File: src/hdl/clarke_pi_current_controller_defines.svh
// Assertion macros used by the controller back end, cpcc_back.
// Used by files that take them by include; expects aclk and aresetn in scope.
`ifndef CLARKE_PI_CURRENT_CONTROLLER_DEFINES_SVH
`define CLARKE_PI_CURRENT_CONTROLLER_DEFINES_SVH

// plain property, checked outside reset
`define CPCC_ASSERT(lbl, prop, msg) \
    lbl: assert property (@(posedge aclk) disable iff (!aresetn) (prop)) else $error(msg);

// antecedent in one cycle, consequent in the next
`define CPCC_ASSERT_NEXT(lbl, ante, cons, msg) \
    lbl: assert property (@(posedge aclk) disable iff (!aresetn) (ante) |=> (cons)) else $error(msg);

`endif

File: src/hdl/cpcc_pkg.sv
// Package for the Clarke-frame PI current controller.
// Holds item and result layouts, register indexes, fixed-point constants and helpers.
`timescale 1ns / 1ps

package cpcc_pkg;

    localparam logic [1:0] REG_PROP_GAIN  = 2'd0;
    localparam logic [1:0] REG_INTEG_GAIN = 2'd1;
    localparam logic [1:0] REG_OUT_MIN    = 2'd2;
    localparam logic [1:0] REG_OUT_MAX    = 2'd3;

    localparam logic [1:0] SAT_NONE = 2'b00;
    localparam logic [1:0] SAT_HIGH = 2'b01;
    localparam logic [1:0] SAT_LOW  = 2'b11;

    localparam logic signed [17:0] SQRT3_HALF_Q16 = 18'sd56756;
    localparam logic signed [19:0] OUT_MIN_RST    = -20'sd262144;
    localparam logic signed [19:0] OUT_MAX_RST    = 20'sd261120;

    typedef struct packed {
        logic [1:0]         pad;
        logic [11:0]        adc_c;
        logic [11:0]        adc_b;
        logic [11:0]        adc_a;
        logic signed [15:0] ref_beta;
        logic signed [15:0] ref_alpha;
        logic               ctrl_enable;
        logic               rst_integral_n;
    } cpcc_in_t;

    typedef struct packed {
        logic [4:0]        pad;
        logic signed [7:0] scope_y_beta;
        logic signed [7:0] scope_y_alpha;
        logic signed [7:0] scope_i_beta;
        logic signed [7:0] scope_i_alpha;
        logic signed [8:0] duty_c;
        logic signed [8:0] duty_b;
        logic signed [8:0] duty_a;
    } cpcc_result_t;

    typedef struct packed {
        logic               rst_n;
        logic               ena;
        logic signed [15:0] ra;
        logic signed [15:0] rb;
        logic signed [13:0] ia;
        logic signed [13:0] ib;
        logic signed [17:0] ea;
        logic signed [17:0] eb;
    } cpcc_item_t;

    function automatic logic signed [8:0] sat9(input logic signed [19:0] x);
        logic signed [8:0] r;
        if (x < -20'sd256) begin
            r = -9'sd256;
        end else if (x > 20'sd255) begin
            r = 9'sd255;
        end else begin
            r = x[8:0];
        end
        return r;
    endfunction

    function automatic logic signed [7:0] sat8(input logic signed [9:0] x);
        logic signed [7:0] r;
        if (x < -10'sd128) begin
            r = -8'sd128;
        end else if (x > 10'sd127) begin
            r = 8'sd127;
        end else begin
            r = x[7:0];
        end
        return r;
    endfunction

endpackage

File: src/hdl/cpcc_front.sv
// Front end: accepts samples, scales ADC codes and forms the Clarke currents and errors.
// Depends on cpcc_pkg; feeds cpcc_queue.
`timescale 1ns / 1ps

module cpcc_front (
    input  logic                  aclk,
    input  logic                  aresetn,
    input  logic                  s_tvalid,
    output logic                  s_tready,
    input  logic [71:0]           s_tdata,
    output logic                  q_push,
    output cpcc_pkg::cpcc_item_t  q_item,
    input  logic                  q_full
);
    import cpcc_pkg::*;

    cpcc_in_t           in_f;
    logic signed [11:0] ca, cb, cc;
    logic signed [14:0] ia_num;
    logic signed [12:0] dbc;
    logic signed [29:0] pbc;
    logic signed [29:0] ib_full;
    logic signed [13:0] ib;
    logic               accept;

    logic               v1_reg;
    logic               rst_n_reg, ena_reg;
    logic signed [15:0] ra_reg, rb_reg;
    logic signed [13:0] ia_reg;
    logic signed [29:0] pbc_reg;

    assign in_f   = cpcc_in_t'(s_tdata);
    assign ca     = {~in_f.adc_a[11], in_f.adc_a[10:0]};
    assign cb     = {~in_f.adc_b[11], in_f.adc_b[10:0]};
    assign cc     = {~in_f.adc_c[11], in_f.adc_c[10:0]};
    assign ia_num = (15'(ca) <<< 1) - 15'(cb) - 15'(cc) + 15'sd1;
    assign dbc    = 13'(cb) - 13'(cc);
    assign pbc    = 30'(dbc) * 30'(SQRT3_HALF_Q16);

    assign s_tready = !v1_reg || !q_full;
    assign accept   = s_tvalid && s_tready;
    assign q_push   = v1_reg && !q_full;

    assign ib_full = pbc_reg + 30'sd32768;
    assign ib      = ib_full[29:16];

    always_comb begin
        q_item       = '0;
        q_item.rst_n = rst_n_reg;
        q_item.ena   = ena_reg;
        q_item.ra    = ra_reg;
        q_item.rb    = rb_reg;
        q_item.ia    = ia_reg;
        q_item.ib    = ib;
        q_item.ea    = 18'(ra_reg) - 18'(ia_reg);
        q_item.eb    = 18'(rb_reg) - 18'(ib);
    end

    always_ff @(posedge aclk) begin
        if (!aresetn) begin
            v1_reg <= 1'b0;
        end else if (accept) begin
            v1_reg <= 1'b1;
        end else if (q_push) begin
            v1_reg <= 1'b0;
        end
    end

    always_ff @(posedge aclk) begin
        if (accept) begin
            rst_n_reg <= in_f.rst_integral_n;
            ena_reg   <= in_f.ctrl_enable;
            ra_reg    <= in_f.ref_alpha;
            rb_reg    <= in_f.ref_beta;
            ia_reg    <= ia_num[14:1];
            pbc_reg   <= pbc;
        end
    end

endmodule

File: src/hdl/cpcc_queue.sv
// Short item queue between the front end and the PI back end.
// Depends on cpcc_pkg for the item layout.
`timescale 1ns / 1ps

module cpcc_queue #(
    parameter int DEPTH = 2
) (
    input  logic                  aclk,
    input  logic                  aresetn,
    input  logic                  push,
    input  cpcc_pkg::cpcc_item_t  wr_item,
    output logic                  full,
    input  logic                  pop,
    output cpcc_pkg::cpcc_item_t  rd_item,
    output logic                  empty
);
    import cpcc_pkg::*;

    localparam int PTR_W = (DEPTH > 1) ? $clog2(DEPTH) : 1;
    localparam int CNT_W = $clog2(DEPTH + 1);

    cpcc_item_t        slot_reg [DEPTH];
    logic [PTR_W-1:0]  wr_ptr_reg, rd_ptr_reg;
    logic [CNT_W-1:0]  count_reg;
    logic              do_push, do_pop;

    assign full    = (count_reg == CNT_W'(DEPTH));
    assign empty   = (count_reg == '0);
    assign do_push = push && !full;
    assign do_pop  = pop && !empty;
    assign rd_item = slot_reg[rd_ptr_reg];

    always_ff @(posedge aclk) begin
        if (!aresetn) begin
            wr_ptr_reg <= '0;
            rd_ptr_reg <= '0;
            count_reg  <= '0;
        end else begin
            if (do_push) begin
                wr_ptr_reg <= (wr_ptr_reg == PTR_W'(DEPTH - 1)) ? '0 : wr_ptr_reg + 1'b1;
            end
            if (do_pop) begin
                rd_ptr_reg <= (rd_ptr_reg == PTR_W'(DEPTH - 1)) ? '0 : rd_ptr_reg + 1'b1;
            end
            if (do_push && !do_pop) begin
                count_reg <= count_reg + 1'b1;
            end else if (do_pop && !do_push) begin
                count_reg <= count_reg - 1'b1;
            end
        end
    end

    always_ff @(posedge aclk) begin
        if (do_push) begin
            slot_reg[wr_ptr_reg] <= wr_item;
        end
    end

endmodule

File: src/hdl/cpcc_back.sv
// Back end: PI control with anti-windup, inverse Clarke and the output register.
// Depends on cpcc_pkg and the assertion macros; one shared multiplier, eight steps an item.
`timescale 1ns / 1ps
`include "clarke_pi_current_controller_defines.svh"

module cpcc_back (
    input  logic                   aclk,
    input  logic                   aresetn,
    input  logic                   cfg_wr_en,
    input  logic [1:0]             cfg_index,
    input  logic [23:0]            cfg_wdata,
    input  cpcc_pkg::cpcc_item_t   head,
    input  logic                   q_empty,
    output logic                   q_pop,
    output logic                   m_tvalid,
    input  logic                   m_tready,
    output cpcc_pkg::cpcc_result_t m_result
);
    import cpcc_pkg::*;

    localparam logic [2:0] S_IDLE = 3'd0;
    localparam logic [2:0] S_MIB  = 3'd1;
    localparam logic [2:0] S_MPA  = 3'd2;
    localparam logic [2:0] S_MPB  = 3'd3;
    localparam logic [2:0] S_PIA  = 3'd4;
    localparam logic [2:0] S_PIB  = 3'd5;
    localparam logic [2:0] S_DRV  = 3'd6;
    localparam logic [2:0] S_OUT  = 3'd7;

    logic [2:0]          state_reg, state_next;
    logic signed [23:0]  pg_reg, ig_reg;
    logic signed [19:0]  out_min_reg, out_max_reg;
    logic signed [19:0]  integ_a_reg, integ_b_reg, pi_a_reg, pi_b_reg;
    logic [1:0]          sat_reg;
    cpcc_item_t          item_reg;
    logic                frozen_reg;
    logic signed [44:0]  prod_reg;
    logic signed [28:0]  gia_reg, gib_reg, gpa_reg, gpb_reg;
    logic                m_tvalid_reg;
    cpcc_result_t        res_reg;

    logic signed [23:0]  mul_a;
    logic signed [20:0]  mul_b;
    logic signed [44:0]  mul_p;
    logic signed [44:0]  prod_rnd;
    logic signed [28:0]  rnd_q;
    logic signed [20:0]  dbe, dal;
    logic                frozen_c;
    logic signed [19:0]  base_a, base_b;
    logic signed [29:0]  na, nb, lo30, hi30;
    logic signed [45:0]  h46, p46, sb, sc;
    logic signed [20:0]  ta;
    logic signed [13:0]  ti_a, ti_b;
    logic signed [19:0]  ty_a, ty_b;
    cpcc_result_t        res_c;
    logic                out_load;

    function automatic logic signed [19:0] pi_clamp(input logic signed [28:0] gp,
                                                    input logic signed [19:0] integ,
                                                    input logic signed [19:0] lo,
                                                    input logic signed [19:0] hi);
        logic signed [29:0] y;
        y = 30'(gp) + 30'(integ);
        y = (y > 30'(lo)) ? y : 30'(lo);
        y = (y < 30'(hi)) ? y : 30'(hi);
        return y[19:0];
    endfunction

    function automatic logic signed [19:0] trunc26(input logic signed [45:0] s);
        logic signed [45:0] t;
        t = (s + (s[45] ? 46'sd67108863 : 46'sd0)) >>> 26;
        return t[19:0];
    endfunction

    assign q_pop    = (state_reg == S_IDLE) && !q_empty;
    assign frozen_c = ((sat_reg == SAT_LOW) && (head.ea < 18'sd0)) ||
                      ((sat_reg == SAT_HIGH) && (head.ea > 18'sd0));
    assign dbe      = item_reg.ena ? -21'(pi_b_reg) : 21'(item_reg.rb);
    assign dal      = item_reg.ena ? -21'(pi_a_reg) : 21'(item_reg.ra);

    always_comb begin
        case (state_reg)
            S_IDLE: begin
                mul_a = ig_reg;
                mul_b = 21'(head.ea);
            end
            S_MIB: begin
                mul_a = ig_reg;
                mul_b = 21'(item_reg.eb);
            end
            S_MPA: begin
                mul_a = pg_reg;
                mul_b = 21'(item_reg.ea);
            end
            S_MPB: begin
                mul_a = pg_reg;
                mul_b = 21'(item_reg.eb);
            end
            S_DRV: begin
                mul_a = 24'(SQRT3_HALF_Q16);
                mul_b = dbe;
            end
            default: begin
                mul_a = '0;
                mul_b = '0;
            end
        endcase
    end

    assign mul_p    = 45'(mul_a) * 45'(mul_b);
    assign prod_rnd = prod_reg + 45'sd32768;
    assign rnd_q    = prod_rnd[44:16];

    assign base_a = item_reg.rst_n ? integ_a_reg : 20'sd0;
    assign base_b = item_reg.rst_n ? integ_b_reg : 20'sd0;
    assign na     = 30'(base_a) + 30'(gia_reg);
    assign nb     = 30'(base_b) + 30'(gib_reg);
    assign lo30   = 30'(out_min_reg);
    assign hi30   = 30'(out_max_reg);

    assign h46 = -(46'(dal) <<< 15);
    assign p46 = 46'(prod_reg);
    assign sb  = h46 + p46;
    assign sc  = h46 - p46;
    assign ta  = (dal + (dal[20] ? 21'sd1023 : 21'sd0)) >>> 10;
    assign ti_a = (item_reg.ia + (item_reg.ia[13] ? 14'sd15 : 14'sd0)) >>> 4;
    assign ti_b = (item_reg.ib + (item_reg.ib[13] ? 14'sd15 : 14'sd0)) >>> 4;
    assign ty_a = (pi_a_reg + (pi_a_reg[19] ? 20'sd1023 : 20'sd0)) >>> 10;
    assign ty_b = (pi_b_reg + (pi_b_reg[19] ? 20'sd1023 : 20'sd0)) >>> 10;

    always_comb begin
        res_c               = '0;
        res_c.duty_a        = sat9(20'(ta));
        res_c.duty_b        = sat9(trunc26(sb));
        res_c.duty_c        = sat9(trunc26(sc));
        res_c.scope_i_alpha = sat8(ti_a[9:0]);
        res_c.scope_i_beta  = sat8(ti_b[9:0]);
        res_c.scope_y_alpha = sat8(ty_a[9:0]);
        res_c.scope_y_beta  = sat8(ty_b[9:0]);
    end

    assign out_load = (state_reg == S_OUT) && (!m_tvalid_reg || m_tready);

    always_comb begin
        state_next = state_reg;
        case (state_reg)
            S_IDLE:  if (!q_empty) state_next = S_MIB;
            S_MIB:   state_next = S_MPA;
            S_MPA:   state_next = S_MPB;
            S_MPB:   state_next = S_PIA;
            S_PIA:   state_next = S_PIB;
            S_PIB:   state_next = S_DRV;
            S_DRV:   state_next = S_OUT;
            S_OUT:   if (out_load) state_next = S_IDLE;
            default: state_next = S_IDLE;
        endcase
    end

    always_ff @(posedge aclk) begin
        if (!aresetn) begin
            state_reg    <= S_IDLE;
            m_tvalid_reg <= 1'b0;
            pg_reg       <= '0;
            ig_reg       <= '0;
            out_min_reg  <= OUT_MIN_RST;
            out_max_reg  <= OUT_MAX_RST;
            integ_a_reg  <= '0;
            integ_b_reg  <= '0;
            pi_a_reg     <= '0;
            pi_b_reg     <= '0;
            sat_reg      <= SAT_NONE;
        end else begin
            state_reg <= state_next;
            if (out_load) begin
                m_tvalid_reg <= 1'b1;
            end else if (m_tready) begin
                m_tvalid_reg <= 1'b0;
            end
            if (cfg_wr_en) begin
                case (cfg_index)
                    REG_PROP_GAIN:  pg_reg      <= cfg_wdata;
                    REG_INTEG_GAIN: ig_reg      <= cfg_wdata;
                    REG_OUT_MIN:    out_min_reg <= cfg_wdata[19:0];
                    REG_OUT_MAX:    out_max_reg <= cfg_wdata[19:0];
                    default: ;
                endcase
            end
            if (state_reg == S_MPB) begin
                if (frozen_reg) begin
                    integ_a_reg <= base_a;
                    integ_b_reg <= base_b;
                end else if (na < lo30) begin
                    integ_a_reg <= out_min_reg;
                    integ_b_reg <= out_min_reg;
                    sat_reg     <= SAT_LOW;
                end else if (na > hi30) begin
                    integ_a_reg <= out_max_reg;
                    integ_b_reg <= out_max_reg;
                    sat_reg     <= SAT_HIGH;
                end else begin
                    integ_a_reg <= na[19:0];
                    if (nb < -30'sd524288) begin
                        integ_b_reg <= -20'sd524288;
                    end else if (nb > 30'sd524287) begin
                        integ_b_reg <= 20'sd524287;
                    end else begin
                        integ_b_reg <= nb[19:0];
                    end
                    sat_reg <= SAT_NONE;
                end
            end
            if (state_reg == S_PIA && !frozen_reg) begin
                pi_a_reg <= pi_clamp(gpa_reg, integ_a_reg, out_min_reg, out_max_reg);
            end
            if (state_reg == S_PIB && !frozen_reg) begin
                pi_b_reg <= pi_clamp(gpb_reg, integ_b_reg, out_min_reg, out_max_reg);
            end
        end
    end

    always_ff @(posedge aclk) begin
        if (q_pop) begin
            item_reg   <= head;
            frozen_reg <= frozen_c;
        end
        if (q_pop || (state_reg inside {S_MIB, S_MPA, S_MPB, S_DRV})) begin
            prod_reg <= mul_p;
        end
        if (state_reg == S_MIB) gia_reg <= rnd_q;
        if (state_reg == S_MPA) gib_reg <= rnd_q;
        if (state_reg == S_MPB) gpa_reg <= rnd_q;
        if (state_reg == S_PIA) gpb_reg <= rnd_q;
        if (out_load) res_reg <= res_c;
    end

    assign m_tvalid = m_tvalid_reg;
    assign m_result = res_reg;

    `CPCC_ASSERT_NEXT(a_out_returns_idle, (state_reg == S_OUT) && out_load, (state_reg == S_IDLE) && m_tvalid_reg, "result load did not return to idle with valid output")
    `CPCC_ASSERT_NEXT(a_frozen_holds_pi, (state_reg == S_PIA) && frozen_reg, $stable(pi_a_reg), "PI output changed on a frozen sample")
    `CPCC_ASSERT_NEXT(a_integ_in_limits, (state_reg == S_MPB) && !frozen_reg && (out_min_reg <= out_max_reg), (integ_a_reg >= out_min_reg) && (integ_a_reg <= out_max_reg), "alpha integral left its limits")

endmodule

File: src/hdl/clarke_pi_current_controller.sv
// Top level of the Clarke-frame PI current controller.
// Instantiates cpcc_front, cpcc_queue and cpcc_back; depends on cpcc_pkg.
//
// Usage:
//   s_ channel carries one sample per item: integral clear, control enable, alpha/beta
//   references and three phase-current ADC codes. m_ channel returns one result item
//   per sample: three saturated duty values and four scope values.
//   cfg_wr_en/cfg_index/cfg_wdata write prop_gain, integ_gain, out_min and out_max;
//   write them only while no sample is in flight.
//   The back end finishes one item before it takes the next from the queue; its single shared
//   multiplier runs four gain products and one inverse Clarke product per item.
//   The front end and a two-entry queue keep taking items while the back end works.
//   Reset clears integrals, PI outputs and the saturation flag and loads the default
//   gains and limits. When m_tready is low the result holds in the output register,
//   the back end waits with the next result ready, and s_tready drops once the queue
//   and the front register are full.
`timescale 1ns / 1ps

module clarke_pi_current_controller #(
    parameter int QUEUE_DEPTH = 2
) (
    input  logic        aclk,
    input  logic        aresetn,
    input  logic        s_tvalid,
    output logic        s_tready,
    // rst_integral_n, ctrl_enable, ref_alpha, ref_beta, adc_a, adc_b, adc_c, zero pad
    input  logic [71:0] s_tdata,
    output logic        m_tvalid,
    input  logic        m_tready,
    // duty_a, duty_b, duty_c, scope_i_alpha, scope_i_beta, scope_y_alpha, scope_y_beta, pad
    output logic [63:0] m_tdata,
    input  logic        cfg_wr_en,
    input  logic [1:0]  cfg_index,
    input  logic [23:0] cfg_wdata
);
    import cpcc_pkg::*;

    cpcc_item_t   push_item, head_item;
    logic         q_push, q_full, q_pop, q_empty;
    cpcc_result_t result;

    cpcc_front u_front (
        .aclk     (aclk),
        .aresetn  (aresetn),
        .s_tvalid (s_tvalid),
        .s_tready (s_tready),
        .s_tdata  (s_tdata),
        .q_push   (q_push),
        .q_item   (push_item),
        .q_full   (q_full)
    );

    cpcc_queue #(
        .DEPTH (QUEUE_DEPTH)
    ) u_queue (
        .aclk    (aclk),
        .aresetn (aresetn),
        .push    (q_push),
        .wr_item (push_item),
        .full    (q_full),
        .pop     (q_pop),
        .rd_item (head_item),
        .empty   (q_empty)
    );

    cpcc_back u_back (
        .aclk      (aclk),
        .aresetn   (aresetn),
        .cfg_wr_en (cfg_wr_en),
        .cfg_index (cfg_index),
        .cfg_wdata (cfg_wdata),
        .head      (head_item),
        .q_empty   (q_empty),
        .q_pop     (q_pop),
        .m_tvalid  (m_tvalid),
        .m_tready  (m_tready),
        .m_result  (result)
    );

    assign m_tdata = result;

endmodule
File: config.mk
export PLATFORM = sky130hd
export DESIGN_NAME = clarke_pi_current_controller
export DESIGN_NICKNAME = d
export VERILOG_FILES = /design/src/hdl/cpcc_pkg.sv /design/src/hdl/cpcc_front.sv /design/src/hdl/cpcc_queue.sv /design/src/hdl/cpcc_back.sv /design/src/hdl/clarke_pi_current_controller.sv
export VERILOG_INCLUDE_DIRS = /design/src /design/src/hdl
export SDC_FILE = /design/constraint.sdc
export NUM_CORES = 2
export LEC_CHECK = 0
export ABC_AREA = 0
export BUFFER_PORTS_ARGS = -buffer_cell sky130_fd_sc_hd__clkbuf_2
export CAP_MARGIN = 10
export CORE_MARGIN = 5
export CORE_UTILIZATION = 67
export DETAILED_ROUTE_END_ITERATION = 8
export PLACE_DENSITY = 0.95
export REMOVE_ABC_BUFFERS = 1
export SYNTH_ARGS = -nofsm -noshare
export SYNTH_HDL_FRONTEND = slang
export SYNTH_SLANG_ARGS = --single-unit
export TNS_END_PERCENT = 30
File: constraint.sdc
create_clock -name aclk -period 16.9 [get_ports aclk]
set_input_delay 2.535 -clock aclk [delete_from_list [all_inputs] [get_ports aclk]]
set_output_delay 2.535 -clock aclk [all_outputs]
set_load 0.01 [all_outputs]
==> impl_metrics.py <==
metrics = {
    "drt": {
        "dr_wl_met2_um": 98540,
        "routed_wirelength_um": 222700,
        "top_layer": "met5",
        "drc": 193,
        "wire_per_inst_um": 25.08,
        "vias": 59080,
        "dr.first_iter.drc_count": 7732,
        "via_per_inst": 6.653,
        "wl_met3_um": 28580,
        "wirelength_met1_um": 73940,
        "antenna_left": 0,
        "dr.pass1.iters": 9,
    },
    "finish": {
        "area_delta_synth_final_pct": 6.971,
        "final_util_pct": 71.86,
        "layout_commonest_cell": "inv_1",
        "largest_reg_flops": 192,
        "num-fill-cells": 6897,
        "drive_gt1_share_pct": 7.590,
        "final_cell_mix": "970 x inv_1, 805 x nand2_1, 704 x ha_1",
        "final_area_sq_um": 75440,
        "nNetsFinal": 8833,
    },
    "die": {
        "io_pins": 169,
        "core-area_sq_um": 105000,
        "start_util_pct": 67.18,
        "die_h_um": 334.4,
        "std_cell_rows": 119,
        "dieArea_sq_um": 111800,
        "die_w_um": 334.4,
    },
    "yosys": {
        "syn_avg_cell_area_sq_um": 9.602,
        "synth-edff-count": 572,
        "async_flop_share_pct": 0,
        "netlist-cell-type-count": 93,
        "synthFlopType": "edfxtp_1",
        "syn_area_sq_um": 70520,
        "ys_ff_latch": 752,
        "yosysSeqAreaShare_pct": 29.47,
        "yosys_warnings": 0,
        "syn-instance-count": 7344,
    },
    "clocking": {
        "clock-root-buffer": "clkbuf_16",
        "cts_hold_buf": 0,
        "clockBufferDepth": 3,
        "cts_tree": "yes",
        "clkTransAtPathRegs_ps": 70,
        "cts_setup_buffers": 0,
        "cts_buffers": 81,
        "cts_resized": 0,
        "cts_sinks": 752,
        "clk_latency_ps": 690,
        "htree_levels": 3,
    },
    "place": {
        "portBuffers": 161,
        "post-dp-hpwl_um": 165200,
        "place_area_sq_um": 72830,
        "gp_congestion": 1.050,
    },
    "global_route": {
        "grt_pass1_vias": 60490,
        "grt_max_degree": 93,
        "grt_overflow_total": 0,
        "grt_antenna_before_repair": 8,
        "grt_pass1_wl_um": 338400,
        "grt_util_all_layers_pct": 39.01,
    },
    "sta": {
        "period_needed_ps": 11840,
        "final.setup.tns_ps": 0,
        "rsz0062_at_grt": "no",
        "final_max_slew_viol_count": 0,
        "fmax_mhz": 84.49,
        "period_share_pct": 70.03,
        "tightest_slew_ps": 1353,
        "slew_headroom_pct": 9.434,
        "finalSetupViolCount": 0,
        "fin_skew_ps": 33.96,
        "hold_violations": 0,
    },
    "critical_path": {
        "path_class": "in -> reg",
        "cp_num_buf_inv": 5,
        "cp_data_required_time_ps": 17300,
        "crit_family": "adder cells",
        "cp_common_cell": "fa_1",
        "cp-end-kind": "register",
        "cp_slowest_stage_delay_ps": 730,
        "cp.arrival_ps": 12240,
        "startpoint_type": "primary input",
        "cp_max_fo": 6,
        "crit_path_top_delay_cell": "fa_1",
    },
    "hold_path": {
        "hold_path.class": "reg -> reg",
    },
    "status": {
        "status": "finished with violations",
        "violations": "design-rule violations",
    },
    "job": {
        "maxCapViolCount": 0,
    },
}
==> routing by layer <==
metal	up-vias	track usage (%)
li1	25240	-
met1	27920	45.57
met2	4437	61.20
met3	1479	12.40
met4	4	27.78
met5	-	0.4681
==> kinds of logic (layout without fill, tap and decap cells) <==
logic type	Yosys count	in the layout	share of synthesized area (%)
flip-flops	752	752	29.47
multiplexers	174	174	2.660
other	1	10	0.005318
AND/OR/NAND/NOR	2054	2054	13.67
AO/OA/AOI/OAI	1433	1433	13.02
buffers and inverters	1228	1364	6.579
adder cells (fa/ha/maj)	1312	1312	29.75
XOR/XNOR	390	390	4.854
==> worst reg2reg max path, delay by kind of cell, from the launching register on <==
| kind | cells | cell delay [ps] |
|---|---|---|
| and+or+nand+nor | 13 | 4450 |
| adders and majority gates | 2 | 990 |
| AOI/OAI and AO/OA | 16 | 4110 |
| DFF | 1 | 360 |
| buffers and inverters | 3 | 1310 |
| xor gates and xnor gates | 2 | 300 |
==> cell type report <==
class | count | area, sq um | area share, %
timing repair buffer | 243 | 1428 | 1.892
clock inverter | 40 | 392.9 | 0.5208
sequential | 752 | 20790 | 27.56
antenna | 5 | 12.51 | 0.01659
clock buffer | 109 | 2182 | 2.893
multi-input combinational | 5368 | 45240 | 59.97
tap | 1391 | 1740 | 2.307
inverter | 972 | 3654 | 4.843
==> per-stage QoR <==
stage	setup slack, ps	instances	hold slack, ps
floorplan	5625	7092	421.5
global placement	5600	8724	426.5
detailed placement	5143	8724	443.2
CTS	5443	8873	453.2
global route	4493	8876	475.3
finish	5065	8880	454.0
==> path summary, 6_finish.rpt <==
kind	start	endpoint	slack (ps)	depth (start not counted)
max	s_tdata[46]	u_front.pbc_reg[29]	5060	33
min	u_back.ig_reg[20]	u_back.ig_reg[20]	450	2
max reg2reg	u_back.item_reg[96]	u_back.m_result[20]	5240	36
min reg2reg	u_back.ig_reg[20]	u_back.ig_reg[20]	450	2
==> synthesized netlist by cell type, types with 102 or more instances <==
cell type	n	area share [%]
nor2_1	432	2.3
fa_1	608	17
mux2_2	107	1.7
inv_1	971	5.2
nand3_1	125	0.89
a21oi_1	466	3.3
nand2_1	806	4.3
clkbuf_1	227	1.2
edfxtp_1	572	24
nor3_1	121	0.86
dfxtp_1	180	5.1
xnor2_1	287	3.6
xor2_1	102	1.3
nor2b_1	102	0.90
ha_1	704	12
a21o_1	197	2.1
o21ai_0	251	1.8
Power is not shown: default switching activity piles up to over one toggle a cycle in this logic, so the estimate is an artifact.
